--- config.mk ---
export PLATFORM = sky130hd
export DESIGN_NAME = ordered_list_engine
export DESIGN_NICKNAME = d
export VERILOG_FILES = /design/src/design/olist_pkg.sv /design/src/design/olist_ram.sv /design/src/design/ordered_list_engine.sv
export VERILOG_INCLUDE_DIRS = /design/src /design/src/design
export SDC_FILE = /design/constraint.sdc
export NUM_CORES = 1
export LEC_CHECK = 0
export ABC_AREA = 1
export BUFFER_PORTS_ARGS = -buffer_cell sky130_fd_sc_hd__buf_2
export CAP_MARGIN = 30
export CORE_MARGIN = 3
export CORE_UTILIZATION = 55
export CTS_CLUSTER_SIZE = 28
export DETAILED_ROUTE_END_ITERATION = 6
export PLACE_DENSITY = 0.84
export SLEW_MARGIN = 20
export SYNTH_ARGS = -nofsm -noshare
export SYNTH_HDL_FRONTEND = slang
export SYNTH_SLANG_ARGS = --single-unit
--- constraint.sdc ---
create_clock -name aclk -period 9.1 [get_ports aclk]
set_input_delay 0.91 -clock aclk [delete_from_list [all_inputs] [get_ports aclk]]
set_output_delay 0.91 -clock aclk [all_outputs]
set_load 0.05 [all_outputs]
--- src/design/ordered_list_engine_macros.svh ---
// assertion helpers for the ordered list engine
`ifndef ORDERED_LIST_ENGINE_MACROS_SVH
`define ORDERED_LIST_ENGINE_MACROS_SVH

// same-cycle implication, sampled on aclk, off during reset
`define OLE_ASSERT_NOW(lbl, ante, cons) \
    lbl: assert property (@(posedge aclk) disable iff (!aresetn) (ante) |-> (cons)) \
        else $error("ordered list engine check failed");

// next-cycle implication, sampled on aclk, off during reset
`define OLE_ASSERT_NEXT(lbl, ante, cons) \
    lbl: assert property (@(posedge aclk) disable iff (!aresetn) (ante) |=> (cons)) \
        else $error("ordered list engine check failed");

`endif

--- src/design/olist_pkg.sv ---
`timescale 1ns / 1ps

package olist_pkg;

    localparam int OLIST_DEPTH = 16;
    localparam int VALUE_W     = 32;

    localparam logic [3:0] ACT_APPEND   = 4'd0;
    localparam logic [3:0] ACT_PUSH     = 4'd1;
    localparam logic [3:0] ACT_POP_HEAD = 4'd2;
    localparam logic [3:0] ACT_POP_TAIL = 4'd3;
    localparam logic [3:0] ACT_RMV_VAL  = 4'd4;
    localparam logic [3:0] ACT_RMV_IDX  = 4'd5;
    localparam logic [3:0] ACT_INSERT   = 4'd6;
    localparam logic [3:0] ACT_READ     = 4'd7;
    localparam logic [3:0] ACT_FIND     = 4'd8;

    localparam logic [1:0] ST_OK    = 2'd0;
    localparam logic [1:0] ST_EMPTY = 2'd1;
    localparam logic [1:0] ST_FULL  = 2'd2;
    localparam logic [1:0] ST_MISS  = 2'd3;

    typedef enum logic [4:0] {
        S_IDLE  = 5'b00001,
        S_FETCH = 5'b00010,
        S_USE   = 5'b00100,
        S_PLACE = 5'b01000,
        S_REPLY = 5'b10000
    } state_t;

    typedef enum logic [1:0] {
        OP_INS,
        OP_DEL,
        OP_FIND,
        OP_READ
    } op_t;

endpackage

--- src/design/olist_ram.sv ---
`timescale 1ns / 1ps

module olist_ram import olist_pkg::*; #(
    parameter int WIDTH = VALUE_W,
    parameter int DEPTH = OLIST_DEPTH
) (
    input  logic                     aclk,
    input  logic                     we,
    input  logic [$clog2(DEPTH)-1:0] waddr,
    input  logic [WIDTH-1:0]         wdata,
    input  logic [$clog2(DEPTH)-1:0] raddr,
    output logic [WIDTH-1:0]         rdata
);

    logic [WIDTH-1:0] mem [DEPTH];
    logic [WIDTH-1:0] rdata_reg;

    always_ff @(posedge aclk) begin
        if (we) begin
            mem[waddr] <= wdata;
        end
        rdata_reg <= mem[raddr];
    end

    assign rdata = rdata_reg;

endmodule

--- src/design/ordered_list_engine.sv ---
`timescale 1ns / 1ps

// Ordered list of up to DEPTH signed 32-bit values, held in one RAM and worked
// by a small sequencer around a single read port, write port and comparator.
// Each entry moved, or each entry examined by a search, takes a RAM read
// (S_FETCH) and then a write or compare (S_USE), so the time of a request
// follows the number of entries it touches; a refused request goes straight
// to the reply. One request is in work at a time; the next one is taken while
// the previous result still waits in the output register.
module ordered_list_engine import olist_pkg::*; #(
    parameter int DEPTH = OLIST_DEPTH
) (
    input  logic        aclk,
    input  logic        aresetn,
    // action [3:0], position [11:4], item_value [43:12], zero fill [47:44]
    input  logic [47:0] s_axis_tdata,
    input  logic        s_axis_tvalid,
    output logic        s_axis_tready,
    // status [1:0], read_value [33:2], found_index [41:34], entry_count [49:42],
    // zero fill [55:50]
    output logic [55:0] m_axis_tdata,
    output logic        m_axis_tvalid,
    input  logic        m_axis_tready
);

    `include "ordered_list_engine_macros.svh"

    localparam int AW = $clog2(DEPTH);
    localparam int CW = $clog2(DEPTH + 1);

    logic [3:0]         in_action;
    logic [7:0]         in_pos;
    logic [VALUE_W-1:0] in_val;

    assign in_action = s_axis_tdata[3:0];
    assign in_pos    = s_axis_tdata[11:4];
    assign in_val    = s_axis_tdata[43:12];

    state_t             state_reg, state_next;
    op_t                op_reg, op_next;
    logic               grab_reg, grab_next;
    logic               rmv_reg, rmv_next;
    logic               first_reg, first_next;
    logic [CW-1:0]      j_reg, j_next;
    logic [CW-1:0]      p_reg, p_next;
    logic [VALUE_W-1:0] val_reg, val_next;
    logic [CW-1:0]      count_reg, count_next;
    logic [1:0]         status_reg, status_next;
    logic [VALUE_W-1:0] rval_reg, rval_next;
    logic [7:0]         fidx_reg, fidx_next;

    logic               m_valid_reg, m_valid_next;
    logic [55:0]        m_data_reg, m_data_next;

    logic               ram_we;
    logic [AW-1:0]      ram_waddr;
    logic [VALUE_W-1:0] ram_wdata;
    logic [AW-1:0]      ram_raddr;
    logic [VALUE_W-1:0] ram_rdata;

    logic               accept;
    logic               full;
    logic               empty;
    logic               hit;
    logic [CW-1:0]      j_inc;
    logic [CW-1:0]      j_dec;
    logic [CW-1:0]      del_j;

    olist_ram #(
        .WIDTH (VALUE_W),
        .DEPTH (DEPTH)
    ) u_ram (
        .aclk  (aclk),
        .we    (ram_we),
        .waddr (ram_waddr),
        .wdata (ram_wdata),
        .raddr (ram_raddr),
        .rdata (ram_rdata)
    );

    assign s_axis_tready = (state_reg == S_IDLE);
    assign accept        = s_axis_tvalid && s_axis_tready;
    assign full          = (count_reg == CW'(DEPTH));
    assign empty         = (count_reg == '0);
    assign hit           = (ram_rdata == val_reg);
    assign j_inc         = j_reg + CW'(1);
    assign j_dec         = j_reg - CW'(1);
    assign del_j         = first_reg ? j_reg : j_inc;

    always_comb begin
        state_next   = state_reg;
        op_next      = op_reg;
        grab_next    = grab_reg;
        rmv_next     = rmv_reg;
        first_next   = first_reg;
        j_next       = j_reg;
        p_next       = p_reg;
        val_next     = val_reg;
        count_next   = count_reg;
        status_next  = status_reg;
        rval_next    = rval_reg;
        fidx_next    = fidx_reg;
        m_valid_next = m_valid_reg && !m_axis_tready;
        m_data_next  = m_data_reg;
        ram_we       = 1'b0;
        ram_waddr    = AW'(j_reg);
        ram_wdata    = ram_rdata;
        ram_raddr    = AW'(j_reg);

        unique case (state_reg)
            S_IDLE: begin
                if (accept) begin
                    val_next    = in_val;
                    status_next = ST_OK;
                    rval_next   = '0;
                    fidx_next   = '0;
                    grab_next   = 1'b0;
                    rmv_next    = 1'b0;
                    first_next  = 1'b0;
                    state_next  = S_REPLY;
                    unique case (in_action)
                        ACT_APPEND, ACT_PUSH, ACT_INSERT: begin
                            if (full) begin
                                status_next = ST_FULL;
                            end else begin
                                op_next = OP_INS;
                                j_next  = count_reg;
                                if (in_action == ACT_APPEND) begin
                                    p_next = count_reg;
                                end else if (in_action == ACT_PUSH) begin
                                    p_next = '0;
                                end else if (in_pos >= 8'(count_reg)) begin
                                    p_next = count_reg;
                                end else begin
                                    p_next = CW'(in_pos);
                                end
                                state_next = (j_next == p_next) ? S_PLACE : S_FETCH;
                            end
                        end
                        ACT_POP_HEAD, ACT_POP_TAIL: begin
                            if (empty) begin
                                status_next = ST_EMPTY;
                            end else begin
                                op_next    = OP_DEL;
                                grab_next  = 1'b1;
                                first_next = 1'b1;
                                j_next     = (in_action == ACT_POP_HEAD) ? '0
                                                                         : count_reg - CW'(1);
                                state_next = S_FETCH;
                            end
                        end
                        ACT_RMV_VAL, ACT_FIND: begin
                            if (empty) begin
                                status_next = ST_EMPTY;
                            end else begin
                                op_next    = OP_FIND;
                                rmv_next   = (in_action == ACT_RMV_VAL);
                                j_next     = '0;
                                state_next = S_FETCH;
                            end
                        end
                        ACT_RMV_IDX, ACT_READ: begin
                            if (empty) begin
                                status_next = ST_EMPTY;
                            end else if (in_pos >= 8'(count_reg)) begin
                                status_next = ST_MISS;
                            end else begin
                                op_next    = (in_action == ACT_READ) ? OP_READ : OP_DEL;
                                grab_next  = 1'b1;
                                first_next = 1'b1;
                                j_next     = CW'(in_pos);
                                state_next = S_FETCH;
                            end
                        end
                        default: begin
                            status_next = ST_MISS;
                        end
                    endcase
                end
            end
            S_FETCH: begin
                unique case (op_reg)
                    OP_INS:  ram_raddr = AW'(j_dec);
                    OP_DEL:  ram_raddr = AW'(del_j);
                    default: ram_raddr = AW'(j_reg);
                endcase
                state_next = S_USE;
            end
            S_USE: begin
                unique case (op_reg)
                    OP_INS: begin
                        // move entry j-1 up into slot j
                        ram_we     = 1'b1;
                        ram_waddr  = AW'(j_reg);
                        j_next     = j_dec;
                        state_next = (j_dec == p_reg) ? S_PLACE : S_FETCH;
                    end
                    OP_DEL: begin
                        if (first_reg) begin
                            if (grab_reg) begin
                                rval_next = ram_rdata;
                            end
                            first_next = 1'b0;
                        end else begin
                            // close the gap: entry j+1 down into slot j
                            ram_we    = 1'b1;
                            ram_waddr = AW'(j_reg);
                            j_next    = j_inc;
                        end
                        if (del_j + CW'(1) < count_reg) begin
                            state_next = S_FETCH;
                        end else begin
                            count_next = count_reg - CW'(1);
                            state_next = S_REPLY;
                        end
                    end
                    OP_FIND: begin
                        if (hit) begin
                            if (rmv_reg) begin
                                op_next    = OP_DEL;
                                first_next = 1'b0;
                                grab_next  = 1'b0;
                                if (j_inc < count_reg) begin
                                    state_next = S_FETCH;
                                end else begin
                                    count_next = count_reg - CW'(1);
                                    state_next = S_REPLY;
                                end
                            end else begin
                                fidx_next  = 8'(j_reg);
                                state_next = S_REPLY;
                            end
                        end else if (j_inc == count_reg) begin
                            status_next = ST_MISS;
                            state_next  = S_REPLY;
                        end else begin
                            j_next     = j_inc;
                            state_next = S_FETCH;
                        end
                    end
                    OP_READ: begin
                        rval_next  = ram_rdata;
                        state_next = S_REPLY;
                    end
                    default: begin
                        state_next = S_REPLY;
                    end
                endcase
            end
            S_PLACE: begin
                ram_we     = 1'b1;
                ram_waddr  = AW'(p_reg);
                ram_wdata  = val_reg;
                count_next = count_reg + CW'(1);
                state_next = S_REPLY;
            end
            S_REPLY: begin
                if (!m_valid_reg || m_axis_tready) begin
                    m_valid_next = 1'b1;
                    m_data_next  = {6'b0, 8'(count_reg), fidx_reg, rval_reg, status_reg};
                    state_next   = S_IDLE;
                end
            end
            default: begin
                state_next = S_IDLE;
            end
        endcase
    end

    always_ff @(posedge aclk) begin
        if (!aresetn) begin
            state_reg   <= S_IDLE;
            count_reg   <= '0;
            m_valid_reg <= 1'b0;
        end else begin
            state_reg   <= state_next;
            count_reg   <= count_next;
            m_valid_reg <= m_valid_next;
        end
    end

    always_ff @(posedge aclk) begin
        op_reg     <= op_next;
        grab_reg   <= grab_next;
        rmv_reg    <= rmv_next;
        first_reg  <= first_next;
        j_reg      <= j_next;
        p_reg      <= p_next;
        val_reg    <= val_next;
        status_reg <= status_next;
        rval_reg   <= rval_next;
        fidx_reg   <= fidx_next;
        m_data_reg <= m_data_next;
    end

    assign m_axis_tvalid = m_valid_reg;
    assign m_axis_tdata  = m_data_reg;

    `OLE_ASSERT_NOW(a_count_bound, 1'b1, count_reg <= CW'(DEPTH))
    `OLE_ASSERT_NEXT(a_busy_after_accept, accept, !s_axis_tready)
    `OLE_ASSERT_NEXT(a_count_quiet, state_reg == S_IDLE, count_reg == $past(count_reg))

endmodule
==> results of run 1 <==
## where the power goes
part | internal [uW] | total [uW] | switching, uW | leakage, uW
combinational | 288 | 1040 | 752 | 0.00508
sequential | 3720 | 3790 | 74.7 | 0.00621
clock | 1430 | 2570 | 1130 | 0.000969
total | 5440 | 7390 | 1960 | 0.0123
## synthesized netlist by cell type, types with 2 or more instances
master    instances
a211oi_1          2
a21oi_1         178
a22oi_1           3
a31oi_1           4
buf_1             2
buf_2            60
buf_4            35
buf_6             8
clkbuf_1         30
clkinv_1          3
dfxtp_1          43
edfxtp_1        642
ha_1             23
inv_1           362
inv_2             4
nand2_1         314
nand3_1         184
nand4_1           8
nand4_2           2
nor2_1          107
nor3_1           14
nor3b_1           2
o211ai_1        102
o21ai_0         210
o21ai_1          18
o21ai_2           4
o221ai_1         14
o22ai_1           5
o32ai_1           2
or2_2             5
xnor2_1          16
xor2_1           19
## final cells by class
type                    count  area, um2
fillers                  3466      19450
well taps                 680      850.8
inverters                 369       1391
multi-input cells        1261       6721
repair buffers            157       1051
flip-flops and latches    685      20140
clock buffers              82       1667
clock inverters            33      341.6
## critical path, cell delays in order (launching register included)
cell     delay [ns]
dfxtp_1        0.36
nor2_1         0.20
nand2_1        0.09
nor3_2         0.46
buf_4          0.77
inv_1          0.29
o21ai_0        0.40
nand3_1        0.39
nor2_4         0.76
buf_4          0.46
## per-stage QoR
stage / total power (uW) / instance area, um2 / std cells
6_report: 7395 / 32160 / 3267
5_1_grt: 7637 / 32160 / 3267
4_1_cts: 7366 / 32060 / 3261
3_5_place_dp: 4836 / 30050 / 3146
3_3_place_gp: 4766 / 30000 / 3144
2_1_floorplan: 4513 / 28860 / 2451
## kinds of logic (layout without fill, tap and decap cells)
logic type / Yosys count / in the layout / synth area share (%)
flip-flops: 685 / 685 / 69.88
AND/OR/NAND/NOR: 640 / 640 / 9.499
AO/OA/AOI/OAI: 549 / 549 / 10.89
buffers and inverters: 505 / 641 / 7.506
XOR/XNOR: 37 / 37 / 1.216
adder cells (fa/ha/maj): 23 / 23 / 0.9985
other: 1 / 12 / 0.01301
## worst paths after layout
kind,endpoint,depth (start not counted),start,slack [ns]
max,u_ram.mem[10][15],9,state_reg[1],4.55
min,m_axis_tdata[23],0,rval_reg[21],0.42
max reg2reg,u_ram.mem[10][15],9,state_reg[1],4.55
min reg2reg,m_axis_tdata[23],0,rval_reg[21],0.42
## metal layers
| metal | GRT usage, % | part of all wire, % |
|---|---|---|
| met5 | 0 | 0 |
| met4 | 12.02 | 4.6 |
| met3 | 5.176 | 11 |
| met2 | 41.61 | 49 |
| met1 | 32.01 | 36 |
==> flow_summary_export.csv, run 1 <==
group,metric,value,unit
timing,fmax,219.7,MHz
cts,worst_skew_pair.late_latency,0.66,ns
floorplan,core-area,51610,um2
placement,place.gp.congestion,0.9011,
floorplan,dieArea,55190,um2
timing,timing.setup.tns,0,ns
routing,routedWlPerCell,21.94,um
routing,detail-route-antenna-nets,0,
timing,rsz0062_at_grt,"no",
yosys,yosysSeqAreaShare,69.88,%
power,vdd_drop_max,0.0001692,V
cells_and_area,n_antenna_cell,0,
power,cellLeakagePower,0.01225,uW
setup_path,worst-endpoint-arrival,4.84,ns
routing,drt-pass1-iter-count,7,
routing,remaining_drc_errors,0,
floorplan,die-height,234.9,um
global_route,gr-total-overflow,0,
job,cap_violations,0,
routing,vias,19590,
yosys,netlist_top_cells_area,"edfxtp_1, inv_1, nand2_1",
cells_and_area,utilization,62.31,%
yosys,yosysTopAreaCell,"edfxtp_1",
setup_path,worstSetupPathType,"reg -> reg",
status,status,"finished, final reports clean",
routing,drt_iter0_drc,2891,
floorplan,start_util,55.84,%
cts,cts_tree,"built",
timing,post-route-min-period,4.551,ns
yosys,syn_area,28820,um2
cts,clk_pin_slew,0.06,ns
yosys,yosys_most_used_dff,"edfxtp_1",
timing,finalClockSkew,0.04434,ns
timing,hold_ws,0.4249,ns
floorplan,io_pins,110,
yosys,synth_edf_count,642,
cts,post_cts_buffers,0,
power,powerDensity,229.9,nW/um2
cts,clock_sinks,685,
cells_and_area,layout_commonest_cell,"edfxtp_1",
global_route,antenna_found_initial,0,
cells_and_area,layout-drive-gt1-share,11.25,%
yosys,avgSynthCellArea,11.81,um2
placement,dp_slack,4.641,ns
timing,maxSlewViolCount,0,
setup_path,endpoint_kind,"register",
yosys,ys_warn_count,0,
global_route,grt_max_degree,290,
timing,fin_crit_sh,50.01,%
hold_path,hp-class,"reg -> reg",
global_route,grt_pass1_wl,107600,um
cells_and_area,regMostFlops,"u_ram.mem",
routing,wl,71670,um
timing,fin_ws,4.549,ns
yosys,yosysUniqueCellTypes,47,
setup_path,startpoint_type,"register",
cells_and_area,final_cell_mix,"edfxtp_1, inv_1, nand2_1",
global_route,grt_use_total,25.16,%
yosys,synthCells,2440,
cts,cts-root-buf,"clkbuf_16",
placement,port_buffers,93,
timing,slew_headroom,32.10,%
placement,dp_hpwl,39190,um
cts,htreeDepth,2,
routing,viasPerCell,5.995,
cts,cts_buffer_depth,3,
global_route,grt_pass1_vias,18930,
cts,cts_resized,0,
setup_path,cp_max_fo,68,
cts,hold_buffers,0,
yosys,synth_top_area_share,66.89,%
setup_path,worstPathRequired,9.39,ns
cells_and_area,fin_nets,2610,
timing,setup_viol,0,
timing,finalHoldViolCount,0,
yosys,synth-seq-cells,685,
cts,numCtsBuffers,61,
floorplan,die_x,234.9,um
timing,worstMarginPinSlew,1.012,ns
floorplan,rows,83,
cells_and_area,largest_reg_flops,512,
yosys,synthArstFlopShare,0,%
cells_and_area,area_growth_syn_to_layout,11.59,%
No activity file was read; power rests on OpenSTA's default activity.
==> run 2, diff against run 1 <==
- PLACE_DENSITY: 0.84 -> 0.87
- clock period: 9.1 -> 3.7 ns (I/O delays scaled with it)
==> run 2 against run 1 <==
Compared with the run above: the run now ends with DRC left; register-to-register slack got worse by 4.2 ns; combinational power rose to 2.6 times the previous value; via count up 3.9%; cell count grew 1.8%; power rose to 2.5 times the previous value; sequential power increased by 150%; die area did not move; clock skew down 0.013 ns; utilization increased by 1.6 points; hold slack got worse by 0.36 ns; critical endpoint is now count_reg[1]; routed wire length rose by 7.0%; clock-buffer cell count up 6.
==> flow_summary_export.csv, run 2 (synthesis results as in run 1) <==
group,metric,value,unit
status,status,"finished, violations left",
status,violations,"DRC",
timing,finalClockSkew,0.03137,ns
cells_and_area,final_cell_mix,"edfxtp_1, inv_1, nand2_1",
floorplan,core-area,51610,um2
routing,wl,76710,um
cells_and_area,n_antenna_cell,0,
global_route,grt_use_total,26.85,%
global_route,grt_pass1_wl,114800,um
cells_and_area,layout_commonest_cell,"edfxtp_1",
routing,drt_iter0_drc,3086,
power,vdd_drop_max,0.0003792,V
timing,worstMarginPinSlew,0.8029,ns
cells_and_area,largest_reg_flops,512,
setup_path,worstSetupPathType,"reg -> reg",
setup_path,cp_max_fo,10,
routing,vias,20350,
cells_and_area,fin_nets,2669,
floorplan,die-height,234.9,um
cts,cts-root-buf,"clkbuf_16",
cells_and_area,num-fill-cells,3213,
placement,placed_cell_area,30530,um2
placement,dp_slack,0.3833,ns
timing,rsz0062_at_grt,"no",
setup_path,critical_path.top_delay_family,"compound AO/OA/AOI/OAI gates",
floorplan,die_x,234.9,um
routing,viasPerCell,6.120,
timing,fin_crit_sh,90.25,%
timing,post-route-min-period,3.339,ns
power,powerDensity,564.1,nW/um2
timing,fin_ws,0.3606,ns
global_route,antenna_found_initial,1,
routing,detail-route-antenna-nets,0,
routing,remaining_drc_errors,29,
cells_and_area,regMostFlops,"u_ram.mem",
cts,clk_pin_slew,0.07,ns
timing,fmax,299.5,MHz
global_route,grt_max_degree,161,
cells_and_area,stdcell_count,3326,
cells_and_area,final_cell_area,32980,um2
placement,dp.cells,3173,
cells_and_area,area_growth_syn_to_layout,14.41,%
placement,dp_hpwl,42930,um
floorplan,dieArea,55190,um2
floorplan,io_pins,110,
global_route,grt_pass1_vias,19820,
hold_path,hp-class,"in -> reg",
timing,slew_headroom,46.15,%
cts,clock_sinks,685,
placement,port_buffers,93,
cts,htreeDepth,2,
cts,numCtsBuffers,61,
cts,cts_buffer_depth,3,
timing,hold_ws,0.06551,ns
setup_path,slowest_stage,"o2111ai_2",
setup_path,path_cells,"inv_1 > ha_1 > inv_1 > o21ai_1 > ha_1 > nand3_1 > xnor2_1 > ha_1 > nand2_1 > inv_1 > nand4_1 > o211ai_1 > o2111ai_2 > o21ai_0 > a21oi_1",
cts,worst_skew_pair.late_latency,0.65,ns
setup_path,crit_buf_inv,3,
cells_and_area,multiInputGateArea,6739,um2
job,cap_violations,0,
floorplan,rows,83,
timing,maxSlewViolCount,0,
global_route,gr-total-overflow,0,
setup_path,endpoint_kind,"register",
setup_path,worstPathRequired,4.26,ns
timing,finalHoldViolCount,0,
floorplan,start_util,55.84,%
placement,place.gp.congestion,0.9049,
timing,timing.setup.tns,0,ns
setup_path,critical_path.max_stage_delay,0.51,ns
cells_and_area,layout-drive-gt1-share,12.13,%
timing,setup_viol,0,
routing,routedWlPerCell,23.06,um
routing,drt-pass1-iter-count,7,
setup_path,startpoint_type,"register",
power,cellLeakagePower,0.01262,uW
setup_path,worst-endpoint-arrival,3.90,ns
cells_and_area,ff_latch_area,20140,um2
cts,cts_tree,"built",
[run 2: changes by cell type in the layout (fill, tap and decap cells not counted), sizes merged]
cell / change
bufinv: +1
dlygate4sd3: +33
inv: +2
clkbuf: +5
clkinvlp: -4
buf: +27
clkinv: -5
[run 2: worst min-delay path: stages]
cell and delay, ns:
buf_2 0.08, inv_1 0.06, nand2_1 0.08, a21oi_1 0.06
[run 2: worst paths after layout]
check        cells after the start  slack (ns)           from              end
max reg2reg                     15        0.36       j_reg[1]     count_reg[1]
min                              4        0.07  m_axis_tready    m_axis_tvalid
min reg2reg                      0        0.43    rval_reg[2]  m_axis_tdata[4]
max                             15        0.36       j_reg[1]     count_reg[1]
[run 2: where the power goes]
part           internal (uW)  leakage (uW)  switching (uW)
Combinational            756       0.00540            1950
Sequential              9140       0.00621             189
Clock                   3730       0.00102            2840
[run 2: metal layers]
layer,track usage [%],wire length (um),vias up
li1,-,-,8836
met1,32.65,25790,9509
met2,44.49,37120,1652
met3,5.810,9114,355
met4,15.64,4672,2
met5,0,13,-
[run 2: area by class of cell]
| cell class | instances | area share [%] |
|---|---|---|
| tap | 680 | 2.580 |
| sequential | 685 | 61.07 |
| inverter | 369 | 4.216 |
| timing repair buffer | 216 | 5.418 |
| multi-input combinational | 1261 | 20.44 |
| clock inverter | 27 | 0.9410 |
| clock buffer | 88 | 5.335 |
[run 2: metrics by stage]
step	utilization (%)	power, uW
after floorplan	-	11100
after global placement	59.02	11780
after detailed placement	59.15	11960
after CTS	63.79	18420
after global routing	63.89	19110
final	63.89	18600
[run 2: repair_timing]
action	in CTS	in global routing
gates resized for setup	0	0
endpoints found under the hold margin	33	0
hold buffers	33	0
buffers inserted	0	0
